## config.mk

```make
export PLATFORM = sky130hd
export DESIGN_NAME = two_button_debounce_events_unit
export DESIGN_NICKNAME = d
export VERILOG_FILES = /design/src/rtl/tbde_pkg.sv /design/src/rtl/two_button_debounce_events_unit.sv
export SDC_FILE = /design/constraint.sdc
export NUM_CORES = 1
export LEC_CHECK = 0
export ABC_AREA = 1
export BUFFER_PORTS_ARGS = -buffer_cell sky130_fd_sc_hd__buf_4
export CORE_MARGIN = 2
export CORE_UTILIZATION = 45
export DETAILED_ROUTE_END_ITERATION = 8
export PLACE_DENSITY_LB_ADDON = 0.1
export SYNTH_ARGS = -nofsm -noshare
export SYNTH_HDL_FRONTEND = slang
export SYNTH_SLANG_ARGS = --single-unit
```

## constraint.sdc

```tcl
create_clock -name clk -period 1.5 [get_ports clk]
set_clock_uncertainty 0.05 [all_clocks]
set_input_delay 0 -clock clk [delete_from_list [all_inputs] [get_ports clk]]
set_output_delay 0 -clock clk [all_outputs]
set_load 0.01 [all_outputs]
```

## src/rtl/tbde_pkg.sv

```systemverilog
`timescale 1ns / 1ps
// ----------------------------------------------------------------------------
// tbde_pkg
// Shared types and constants for the two-button debounce event unit.
// ----------------------------------------------------------------------------
package tbde_pkg;

  typedef logic [1:0] level_t;
  typedef logic [7:0] phase_t;

  localparam level_t BOTH_PRESSED   = 2'b00;
  localparam level_t BOTH_RELEASED  = 2'b11;

  localparam phase_t PHASE_IDLE        = 8'd0;
  localparam phase_t PHASE_HELD        = 8'd1;
  localparam phase_t PHASE_LAST_SETTLE = 8'd2;

  localparam logic KIND_PRESS   = 1'b0;
  localparam logic KIND_RELEASE = 1'b1;

  localparam phase_t SETTLE_TICKS_RESET = 8'd20;

endpackage

```

## src/rtl/two_button_debounce_events_unit.sv

```systemverilog
`timescale 1ns / 1ps
// ----------------------------------------------------------------------------
// two_button_debounce_events_unit
// Debounces two active-low button levels, one sample word per tick, and
// emits press-confirmed and release events.
// ----------------------------------------------------------------------------
//  channel | dir | tdata [7:0]                 | tuser
//  in_     | in  | button_levels [1:0]         | -
//  out_    | out | event_pattern [1:0]         | event_kind (0 press, 1 release)
//  cfg_    | in  | settle_ticks [7:0] (wr_en)  | -
//
// One sample word per cycle; each word updates the pattern and phase registers
// in the cycle it is accepted, and its event (if any) appears on the output
// register the next cycle. The output register is replaced in the cycle it is
// taken, so a stalled output only blocks input while an event waits.
// Reset (synchronous, rst_n low): both released, idle, settle_ticks = 20.
// ----------------------------------------------------------------------------
module two_button_debounce_events_unit (
  input  logic       clk,
  input  logic       rst_n,
  input  logic       in_tvalid,
  output logic       in_tready,
  input  logic [7:0] in_tdata,     // [1:0] button_levels
  output logic       out_tvalid,
  input  logic       out_tready,
  output logic [7:0] out_tdata,    // [1:0] event_pattern
  output logic       out_tuser,    // [0] event_kind
  input  logic       cfg_wr_en,
  input  logic [7:0] cfg_wr_data   // settle_ticks
);
  import tbde_pkg::*;

  level_t stable_r, stable_nxt;
  phase_t phase_r, phase_nxt;
  phase_t settle_r;

  logic   out_valid_r, out_valid_nxt;
  logic   out_kind_r, out_kind_nxt;
  level_t out_pat_r, out_pat_nxt;

  level_t level;
  logic   changed;
  logic   accept;
  logic   emit;
  logic   emit_kind;
  level_t emit_pat;

  assign level     = in_tdata[1:0];
  assign changed   = (level != stable_r);
  assign in_tready = !out_valid_r || out_tready;
  assign accept    = in_tvalid && in_tready;

  always_comb begin
    stable_nxt = stable_r;
    phase_nxt  = phase_r;
    emit       = 1'b0;
    emit_kind  = KIND_PRESS;
    emit_pat   = stable_r;
    priority if (phase_r == PHASE_IDLE) begin
      if (changed) begin
        stable_nxt = level;
        phase_nxt  = settle_r;
      end
    end else if (phase_r == PHASE_HELD) begin
      if (changed) begin
        stable_nxt = level;
        if (level == BOTH_PRESSED) begin
          phase_nxt = settle_r;
        end else begin
          // release carries the old pattern; stay held if both were down
          emit      = 1'b1;
          emit_kind = KIND_RELEASE;
          phase_nxt = (stable_r != BOTH_PRESSED) ? PHASE_IDLE : PHASE_HELD;
        end
      end
    end else if (phase_r == PHASE_LAST_SETTLE) begin
      if (changed) begin
        stable_nxt = level;
        phase_nxt  = PHASE_IDLE;
      end else begin
        emit      = 1'b1;
        emit_kind = KIND_PRESS;
        phase_nxt = PHASE_HELD;
      end
    end else begin
      if (changed) begin
        stable_nxt = level;
        phase_nxt  = PHASE_IDLE;
      end else begin
        phase_nxt = phase_r - 8'd1;
      end
    end
  end

  always_comb begin
    out_valid_nxt = out_valid_r;
    out_kind_nxt  = out_kind_r;
    out_pat_nxt   = out_pat_r;
    if (accept) begin
      out_valid_nxt = emit;
      out_kind_nxt  = emit_kind;
      out_pat_nxt   = emit_pat;
    end else if (out_tready) begin
      out_valid_nxt = 1'b0;
    end
  end

  always_ff @(posedge clk) begin
    if (!rst_n) begin
      stable_r    <= BOTH_RELEASED;
      phase_r     <= PHASE_IDLE;
      settle_r    <= SETTLE_TICKS_RESET;
      out_valid_r <= 1'b0;
    end else begin
      if (accept) begin
        stable_r <= stable_nxt;
        phase_r  <= phase_nxt;
      end
      if (cfg_wr_en) begin
        settle_r <= cfg_wr_data;
      end
      out_valid_r <= out_valid_nxt;
    end
  end

  always_ff @(posedge clk) begin
    out_kind_r <= out_kind_nxt;
    out_pat_r  <= out_pat_nxt;
  end

  assign out_tvalid = out_valid_r;
  assign out_tuser  = out_kind_r;
  assign out_tdata  = {6'b000000, out_pat_r};

  // an event is only ever left behind in the held or idle phase
  a_evt_phase: assert property (@(posedge clk) disable iff (!rst_n)
    out_tvalid |-> (phase_r == PHASE_HELD || phase_r == PHASE_IDLE))
    else $error("event pending outside held/idle phase");

  // a stable pattern at the last settle step gives a press next cycle
  a_press: assert property (@(posedge clk) disable iff (!rst_n)
    (accept && phase_r == PHASE_LAST_SETTLE && !changed)
      |=> (out_tvalid && out_tuser == KIND_PRESS && phase_r == PHASE_HELD))
    else $error("confirmed press not emitted");

  // debounce state is frozen while an event waits to be taken
  a_stall_hold: assert property (@(posedge clk) disable iff (!rst_n)
    (out_tvalid && !out_tready) |=> ($stable(phase_r) && $stable(stable_r)))
    else $error("state moved under output stall");

endmodule

```

Word-level counts from Yosys, hierarchy flattened
Cells that the tools add are included.
{"block": "classes", "n_mux": 17, "shifts": 0, "bitwise_logic": 1, "multipliers": 0, "n_eq_ne": 5, "n_div": 0, "order_cmp": 0, "addsub": 1, "reduce_logical": 10}
{"cell": "two-way mux 8 bit", "count": 7}
{"cell": "two-way mux 1 bit", "count": 10}
{"cell": "== test 8 x 1 -> 1 bit (second input constant)", "count": 1}
{"cell": "== test 8 x 2 -> 1 bit (second input constant)", "count": 1}
{"cell": "logical NOT 8 bit", "count": 1}
{"cell": "subtractor 8 x 1 -> 8 bit (second input constant)", "count": 1}
{"cell": "inequality test 2 bit (second input constant)", "count": 2}
{"cell": "nonzero test 2 bit", "count": 2}
{"cell": "AND reduction 3 bit", "count": 1}
{"cell": "logical NOT 2 bit", "count": 1}
{"cell": "inequality test 2 bit", "count": 1}
{"cell": "AND reduction 2 bit", "count": 1}
{"cell": "OR reduction 2 bit", "count": 1}
{"cell": "logical AND 1 bit", "count": 1}
{"cell": "logical NOT 1 bit", "count": 1}
{"cell": "logical OR 1 bit", "count": 1}
{"cell": "inverter 1 bit", "count": 1}
{"block": "word_totals", "word_cells": 40, "reg_bits": 22, "ram_bits": 0, "n_memories": 0, "mem_bits_ro": 0, "latch_bits": 0}

Logic depth before layout (Yosys ltp)
Gate-level depths: netlist of the first run.
{"block": "logic_depth", "ltp_word": 6, "depth_mapped": 11, "ltp_nobuf": 10}

Worst setup path before layout of the first run
Ideal clock, no wire load.
{"block": "synth_path", "path_type": "flip-flop to flip-flop", "startpoint": "register phase_r[0]", "endpoint": "register phase_r[3]", "path_slack_ps": 14, "arrival_ps": 1323, "synth_period_minus_slack_ps": 1486, "setup_time_ps": 113, "path_stages_with_launch": 11, "cell_sequence": "dfxtp_1 inv_1 ha_1 nand2_1 a21oi_2 nand2_2 nand2_4 inv_2 buf_6 o21ai_1 nor2_1"}
{"block": "synth_via", "elab_chain_cells": 5}
{"element": "start: declaration", "line": "two_button_debounce_events_unit.sv:34", "text": "phase_t phase_r, phase_nxt;"}
{"element": "start signal: assignment", "line": "two_button_debounce_events_unit.sv:117", "text": "phase_r <= phase_nxt;"}
{"element": "subtractor 8 x 1 -> 8 bit", "line": "two_button_debounce_events_unit.sv:90", "text": "phase_nxt = phase_r - 8'd1;"}
{"element": "two-way mux 8 bit", "line": "two_button_debounce_events_unit.sv:86", "text": "if (changed) begin"}
{"element": "two-way mux 8 bit", "line": "two_button_debounce_events_unit.sv:76", "text": "end else if (phase_r == PHASE_LAST_SETTLE) begin"}
{"element": "two-way mux 8 bit", "line": "two_button_debounce_events_unit.sv:64", "text": "end else if (phase_r == PHASE_HELD) begin"}
{"element": "two-way mux 8 bit", "line": "two_button_debounce_events_unit.sv:59", "text": "priority if (phase_r == PHASE_IDLE) begin"}
Parallel ways exist; a longest one is shown, timed or not.
A chain may end at the register's enable or synchronous reset.

Final worst setup path of the first run
{"block": "layout_path", "startpoint": "register phase_r[0]", "endpoint": "register phase_r[7]"}
Same word-level chain as after synthesis.

==> out/summary.log, run 1 <==
INFO  cts            clk_latency=0.30ns
INFO  pwr            cellPowerDensity=911nW/um^2
INFO  job            maxCapViolations=0
INFO  cts            cts_buffers=3
INFO  worst_setup_path worst_setup_path_end_kind=flop
INFO  sta            setup_total_negative_slack=0ns
INFO  placement      post-place-ws=-0.0214ns
INFO  synthesis      synth_flop_cell=dfxtp_1
INFO  hold_path      worst_hold_startpoint=in_tvalid
INFO  drt            drt-vias-per-instance=4.81
INFO  global_route   global_route.overflow_total=0
INFO  floorplanning  floorplan.die.height=57.8um
INFO  finish         most_common_cell_after_layout_fill_and_taps_aside=nand2_1
INFO  finish         flow.area_growth_from_synthesis=47.8%
INFO  floorplanning  dieWidth=57.8um
INFO  floorplanning  core_area=2760squm
INFO  drt            vias=1353
INFO  finish         finalNetCount=276
INFO  finish         insertedDiodeCount=0
INFO  worst_setup_path worstSetupStartpointType=flop
INFO  cts            h-tree-depth=1
INFO  hold_path      whs_endpoint=emit_pat[1]
INFO  worst_setup_path critical_path_class=flop to flop
INFO  finish         finalCoreUtilization=69.8%
INFO  drt            antenna_left=0
INFO  cts            clock-sinks=22
INFO  sta            fmaxAchievable=667MHz
INFO  worst_setup_path crit_path_top_delay_cell=dfxtp_2
INFO  worst_setup_path timing.rr.start=phase_r[0]
INFO  finish         multi_input_gate_area_in_the_final_layout=817squm
INFO  floorplanning  initial_utilization=47.2%
INFO  worst_setup_path rrSetupSlack=0.0005ns
INFO  synthesis      seq_area_frac_synth=36.1%
INFO  synthesis      yosysUniqueCellTypes=23
INFO  hold_path      worst_min_path_class=input port to flop
INFO  cts            tritoncts_clock_tree=built
INFO  cts            cts.clk_slew.worst_paths=0.12ns
INFO  floorplanning  fp-row-count=19
INFO  worst_setup_path reg2regPathDepth=10
INFO  synthesis      post_synthesis_async_set_or_reset_flop_share=0%
INFO  synthesis      ys_ff_latch=22
INFO  worst_setup_path r2r_end=phase_r[7]
INFO  sta            holdWs=0.0570ns
INFO  global_route   grt_first_pass_wirelength=5310um
INFO  sta            timing.final.crit_share=100%
INFO  status         run_status=complete, no violations
INFO  finish         final.fill_count=236
INFO  cts            maximum_count_of_clock_buffers_along_a_single_path=2
INFO  floorplanning  die_area=3340squm
INFO  sta            setup_repair_after_global_routing_missed_its_margin=yes
INFO  sta            setup_slack=0.000458ns
INFO  sta            finalSetupViolations=0
INFO  synthesis      edff_count_synth=3
INFO  placement      place.gp.congestion=0.859
INFO  drt            avgRoutedWirePerCell=12.1um
INFO  finish         layout-drive-gt1-share=32.8%
INFO  synthesis      post_synth_instance_area=1300squm
INFO  pwr            vdd.ir_drop.worst=844uV
INFO  global_route   grt_antenna_before_repair=0
INFO  hold_path      worstHoldPathCells=4
INFO  synthesis      syn_area_per_cell=6.65squm
INFO  global_route   grt_util_all_layers=20.2%
INFO  synthesis      post_synth_inst_count=196
INFO  sta            timing.final.crit_period=1.50ns
INFO  worst_setup_path critical_path.max_stage_delay=0.39ns
INFO  worst_setup_path worst-endpoint-arrival=1.70ns
INFO  worst_setup_path worstPathMaxFanout=8
INFO  drt            drt_first_pass_iters=4
INFO  pwr            power=1.75mW
INFO  global_route   grt_start_max_net_pins=15
INFO  drt            route.detailed.drc=0
INFO  global_route   first_global_vias=1295
INFO  drt            finalWirelength=3400um
INFO  cts            clock_tree_root_driver_cell=clkbuf_4
INFO  placement      port_buffers=19
INFO  pwr            power.static_leakage=0.943nW
INFO  placement      place_hpwl=2190um
INFO  finish         most-common-layout-cells=nand2_1, nor2_1, buf_4, inv_1, dlygate4sd3_1
INFO  drt            drtIter0Drc=37
INFO  worst_setup_path critical_path_cell_by_cell=buf_6 > ha_4 > nand2_4 > nor2_4 > nand3_2 > nand2_4 > nand2_2 > nand2_1 > nor2_1 > nor2_1
INFO  finish         sequential_cell_area=478squm
INFO  synthesis      yosys_warnings=0
INFO  sta            finalHoldViolCount=0
INFO  worst_setup_path critical_path_required=1.70ns
INFO  sta            final-max-slew-violation-count=0
INFO  floorplanning  floorplan.io_pins=32
==> routing by layer <==
layer	track usage [%]	up-vias	share of wire (%)
li1	-	705	-
met1	25.2	610	46
met2	34.9	32	49
met3	3.35	6	3.4
met4	7.64	0	1.4
met5	0	-	0
==> cell type report <==
type / count / share of cell area (%)
inverter: 26 / 5.33
tap: 31 / 2.01
clock buffer: 4 / 1.36
multi-input combinational: 144 / 42.4
sequential: 22 / 24.8
timing repair buffer: 54 / 24.0
==> metrics by stage <==
stage	cells	area [sq um]
after floorplan	201	1320
after global placement	251	1510
after detailed placement	251	1510
after CTS	275	1750
after global routing	281	1930
final	281	1930
==> how the worst max path moves through the flow <==
stage | from | to | slack (ns) | cells after the start
finish | phase_r[0] | phase_r[7] | 0.0005 | 10
floorplan | phase_r[0] | phase_r[3] | 0.01 | 10
global placement | phase_r[1] | phase_r[7] | 0.02 | 10
detailed placement | phase_r[0] | phase_r[7] | -0.02 | 10
CTS | phase_r[5] | phase_r[6] | 0.009 | 9
global route | phase_r[0] | phase_r[7] | -0.09 | 10
==> repair_timing <==
item,in CTS,in global routing
hold endpoints to repair,16,0
hold buffers,20,0
pin swaps,3,21
gates resized for setup,6,38
setup endpoints to repair,7,9
setup buffers,0,6
==> critical path, delay by kind of cell (launching register included) <==
kind                       cells  cell delay, ns
buffers and inverters          1            0.11
DFF                            1            0.39
adders and majority gates      1            0.13
and+or+nand+nor                8            0.76
==> cell usage after synthesis (2+ instances only) <==
cell type,n,area [sq um]
nor2_1,37,139
nor2_2,3,18.8
o21ai_0,10,50.1
xor2_1,4,35.0
a21oi_1,7,35.0
ha_1,4,50.1
clkbuf_1,2,7.51
buf_4,6,45.0
inv_1,25,93.8
nand2_2,6,37.5
o21ai_1,4,20.0
nand2_1,41,154
edfxtp_1,3,90.1
nand3_1,17,85.1
dfxtp_1,19,380
==> flip-flops by register name, summed over array words and instances, names as in the netlist <==
signal,cells
settle_r,8
out_pat_r,2
phase_r,8
out_tuser,1
out_tvalid,1
emit_pat,2
==> kinds of logic (layout without fill, tap and decap cells) <==
kind of cell,Yosys count,in the layout,synth area share (%)
DFF,22,22,36.1
buffers and inverters,35,84,12.4
other,1,6,0.288
and+or+nand+nor,108,108,35.9
adders and majority gates,4,4,3.84
xor gates and xnor gates,4,4,2.69
AOI/OAI and AO/OA,22,22,8.74
==> power by group <==
group | internal (mW) | switching (mW)
combinational | 0.336 | 0.426
clock | 0.104 | 0.183
sequential | 0.654 | 0.0506
(Power assumes the default switching activity.)
==> run 2, diff against run 1 <==
--- a/config.mk
+++ b/config.mk
@@ -11,6 +11,7 @@
 export CORE_UTILIZATION = 45
 export DETAILED_ROUTE_END_ITERATION = 8
 export PLACE_DENSITY_LB_ADDON = 0.1
+export SETUP_SLACK_MARGIN = 0.3
 export SYNTH_ARGS = -nofsm -noshare
 export SYNTH_HDL_FRONTEND = slang
 export SYNTH_SLANG_ARGS = --single-unit
==> out/summary.log, run 2 (synthesis gave the netlist of run 1 again) <==
INFO  status         run_status=finished, violations left
INFO  status         failed_checks=hold timing
INFO  cts            clk_latency=0.33ns
INFO  placement      port_buffers=19
INFO  sta            holdWs=-0.0126ns
INFO  cts            cts_buffers=3
INFO  pwr            power=1.85mW
INFO  finish         insertedDiodeCount=0
INFO  finish         finalNetCount=271
INFO  placement      cell_count_after_placement=246
INFO  worst_setup_path critical_path_buf_inv_count=0
INFO  drt            drtIter0Drc=27
INFO  finish         final.fill_count=225
INFO  cts            clock_tree_root_driver_cell=clkbuf_4
INFO  pwr            vdd.ir_drop.worst=725uV
INFO  sta            finalSetupViolations=0
INFO  drt            avgRoutedWirePerCell=11.3um
INFO  global_route   use_met1=21.6%
INFO  worst_setup_path crit_path_top_delay_cell=dfxtp_4
INFO  pwr            seq_power_share=38.3%
INFO  worst_setup_path critical_path.top_delay_family=simple AND/OR/NAND/NOR gates
INFO  floorplanning  core_area=2760squm
INFO  floorplanning  dieWidth=57.8um
INFO  floorplanning  die_area=3340squm
INFO  pwr            netSwitchingFraction=36.3%
INFO  finish         most-common-layout-cells=nand2_1, buf_4, nor2_1, inv_1, nand3_1
INFO  finish         final-instance-count-excl-fill=276
INFO  worst_setup_path worstPathMaxFanout=8
INFO  finish         sequential_cell_area=489squm
INFO  cts            tritoncts_clock_tree=built
INFO  worst_setup_path critical_path.startpoint=phase_r[2]
INFO  sta            fmaxAchievable=702MHz
INFO  floorplanning  fp-row-count=19
INFO  finish         most_common_cell_after_layout_fill_and_taps_aside=nand2_1
INFO  global_route   grt_util_met3=3.79%
INFO  floorplanning  initial_utilization=47.2%
INFO  drt            vias=1332
INFO  drt            drt-vias-per-instance=4.83
INFO  worst_setup_path worstSetupPathDepth=9
INFO  pwr            cellPowerDensity=963nW/um^2
INFO  finish         flow.area_growth_from_synthesis=47.6%
INFO  worst_setup_path r2r_end=phase_r[7]
INFO  placement      place_hpwl=2070um
INFO  drt            finalWirelength=3120um
INFO  global_route   grt_first_pass_wirelength=5310um
INFO  global_route   gr-usage-met2=37.3%
INFO  floorplanning  floorplan.die.height=57.8um
INFO  cts            maximum_count_of_clock_buffers_along_a_single_path=2
INFO  sta            timing.final.crit_period=1.43ns
INFO  worst_setup_path worst-endpoint-arrival=1.66ns
INFO  finish         layout-drive-gt1-share=36.3%
INFO  pwr            combinationalPowerShare=39.5%
INFO  global_route   grt_util_all_layers=20.3%
INFO  cts            clock-sinks=22
INFO  hold_path      worst_min_path_class=input port to flop
INFO  sta            final-max-slew-violation-count=0
INFO  placement      place.gp.congestion=0.883
INFO  pwr            power.static_leakage=0.936nW
INFO  worst_setup_path critical_path_class=flop to flop
INFO  worst_setup_path critical_path_cell_by_cell=nor2_4 > nand2_4 > nor2_4 > nand3_2 > nand2_4 > nand2_1 > nand2_1 > nor2_1 > nor2_1
INFO  worst_setup_path crit_path_end=phase_r[7]
INFO  job            maxCapViolations=0
INFO  global_route   grt_antenna_before_repair=0
INFO  sta            timing.final.crit_share=95.0%
INFO  pwr            switching_pwr=0.672mW
INFO  worst_setup_path reg2regPathDepth=9
INFO  cts            h-tree-depth=1
INFO  cts            cts.clk_slew.worst_paths=0.14ns
INFO  pwr            internal-power=1.18mW
INFO  global_route   globalRoute.busiestLayer=met2
INFO  worst_setup_path critical_path_required=1.73ns
INFO  drt            antenna_left=0
INFO  sta            finalHoldViolCount=1
INFO  sta            setup_repair_after_global_routing_missed_its_margin=yes
INFO  worst_setup_path timing.rr.start=phase_r[2]
INFO  worst_setup_path critical_path.max_stage_delay=0.38ns
INFO  pwr            p_clk_share=22.2%
INFO  floorplanning  floorplan.io_pins=32
INFO  drt            drt_first_pass_iters=4
INFO  global_route   global_route.overflow_total=0
INFO  worst_setup_path worst_setup_path_end_kind=flop
INFO  global_route   grt_start_max_net_pins=15
INFO  global_route   first_global_vias=1353
INFO  worst_setup_path worstSetupStartpointType=flop
INFO  finish         multi_input_gate_area_in_the_final_layout=826squm
INFO  drt            route.detailed.drc=0
INFO  worst_setup_path rrSetupSlack=0.07ns
INFO  finish         biggestRegsByFlops=phase_r (8), settle_r (8)
==> run 2: cell type report <==
| class | count | share of cell area, % |
|---|---|---|
| clock buffers | 4 | 2.47 |
| inverters | 26 | 5.86 |
| multi-input cells | 144 | 42.9 |
| flip-flops and latches | 22 | 25.4 |
| well taps | 31 | 2.02 |
| repair buffers | 49 | 21.3 |
==> run 2: repair_timing <==
item / CTS / global route
gates resized for setup: 33 / 12
hold endpoints to repair: 16 / 0
buffers inserted: 10 / 2
setup endpoints to repair: 10 / 12
pin swaps: 12 / 17
hold buffers: 15 / 0
==> run 2: stage by stage <==
stage	cell area (sq um)	utilization (%)	worst slack [ns]	setup TNS, ns	hold WS (ns)
5_1_grt	1920	69.7	-0.0130	-0.0130	0.0191
4_1_cts	1880	68.1	0.0839	0	0.0370
6_report	1920	69.7	0.0746	0	-0.0126
3_5_place_dp	1510	54.8	0.0299	0	0.165
2_1_floorplan	1360	-	0.0981	0	0.0653
3_3_place_gp	1510	54.8	0.0703	0	0.161
==> run 2: how the worst min path moves through the flow <==
stage                         startpoint          end  slack, ns  cells after the start
final                        in_tdata[0]    out_tuser      -0.01                      3
after global routing         in_tdata[0]    out_tuser       0.02                      3
after CTS                    in_tdata[0]    out_tuser       0.04                      3
after detailed placement  cfg_wr_data[4]  settle_r[4]       0.17                      3
after global placement    cfg_wr_data[2]  settle_r[2]       0.16                      3
after floorplan                    rst_n   phase_r[0]       0.07                      2
==> run 2: worst reg2reg max path, stage by stage (launching register included) <==
cell and delay [ns]:
dfxtp_4 0.38, nor2_4 0.20, nand2_4 0.10, nor2_4 0.13, nand3_2 0.12, nand2_4 0.13
nand2_1 0.08, nand2_1 0.07, nor2_1 0.04, nor2_1 0.08
==> run 2: power by group through the flow <==
stage,sequential (mW),clock (mW),combinational (mW)
6_report,0.709,0.412,0.732
5_1_grt,0.717,0.433,0.813
4_1_cts,0.708,0.413,0.682
3_5_place_dp,0.713,0,0.532
3_3_place_gp,0.711,0,0.520
2_1_floorplan,0.707,0,0.419
==> run 2: routing by layer <==
layer  vias to the layer above  wire, um  part of all wire, %
met3                         6       140                  4.5
li1                        698         -                    -
met5                         -         0                    0
met4                         0        36                  1.2
met2                        34      1640                   53
met1                       594      1300                   42
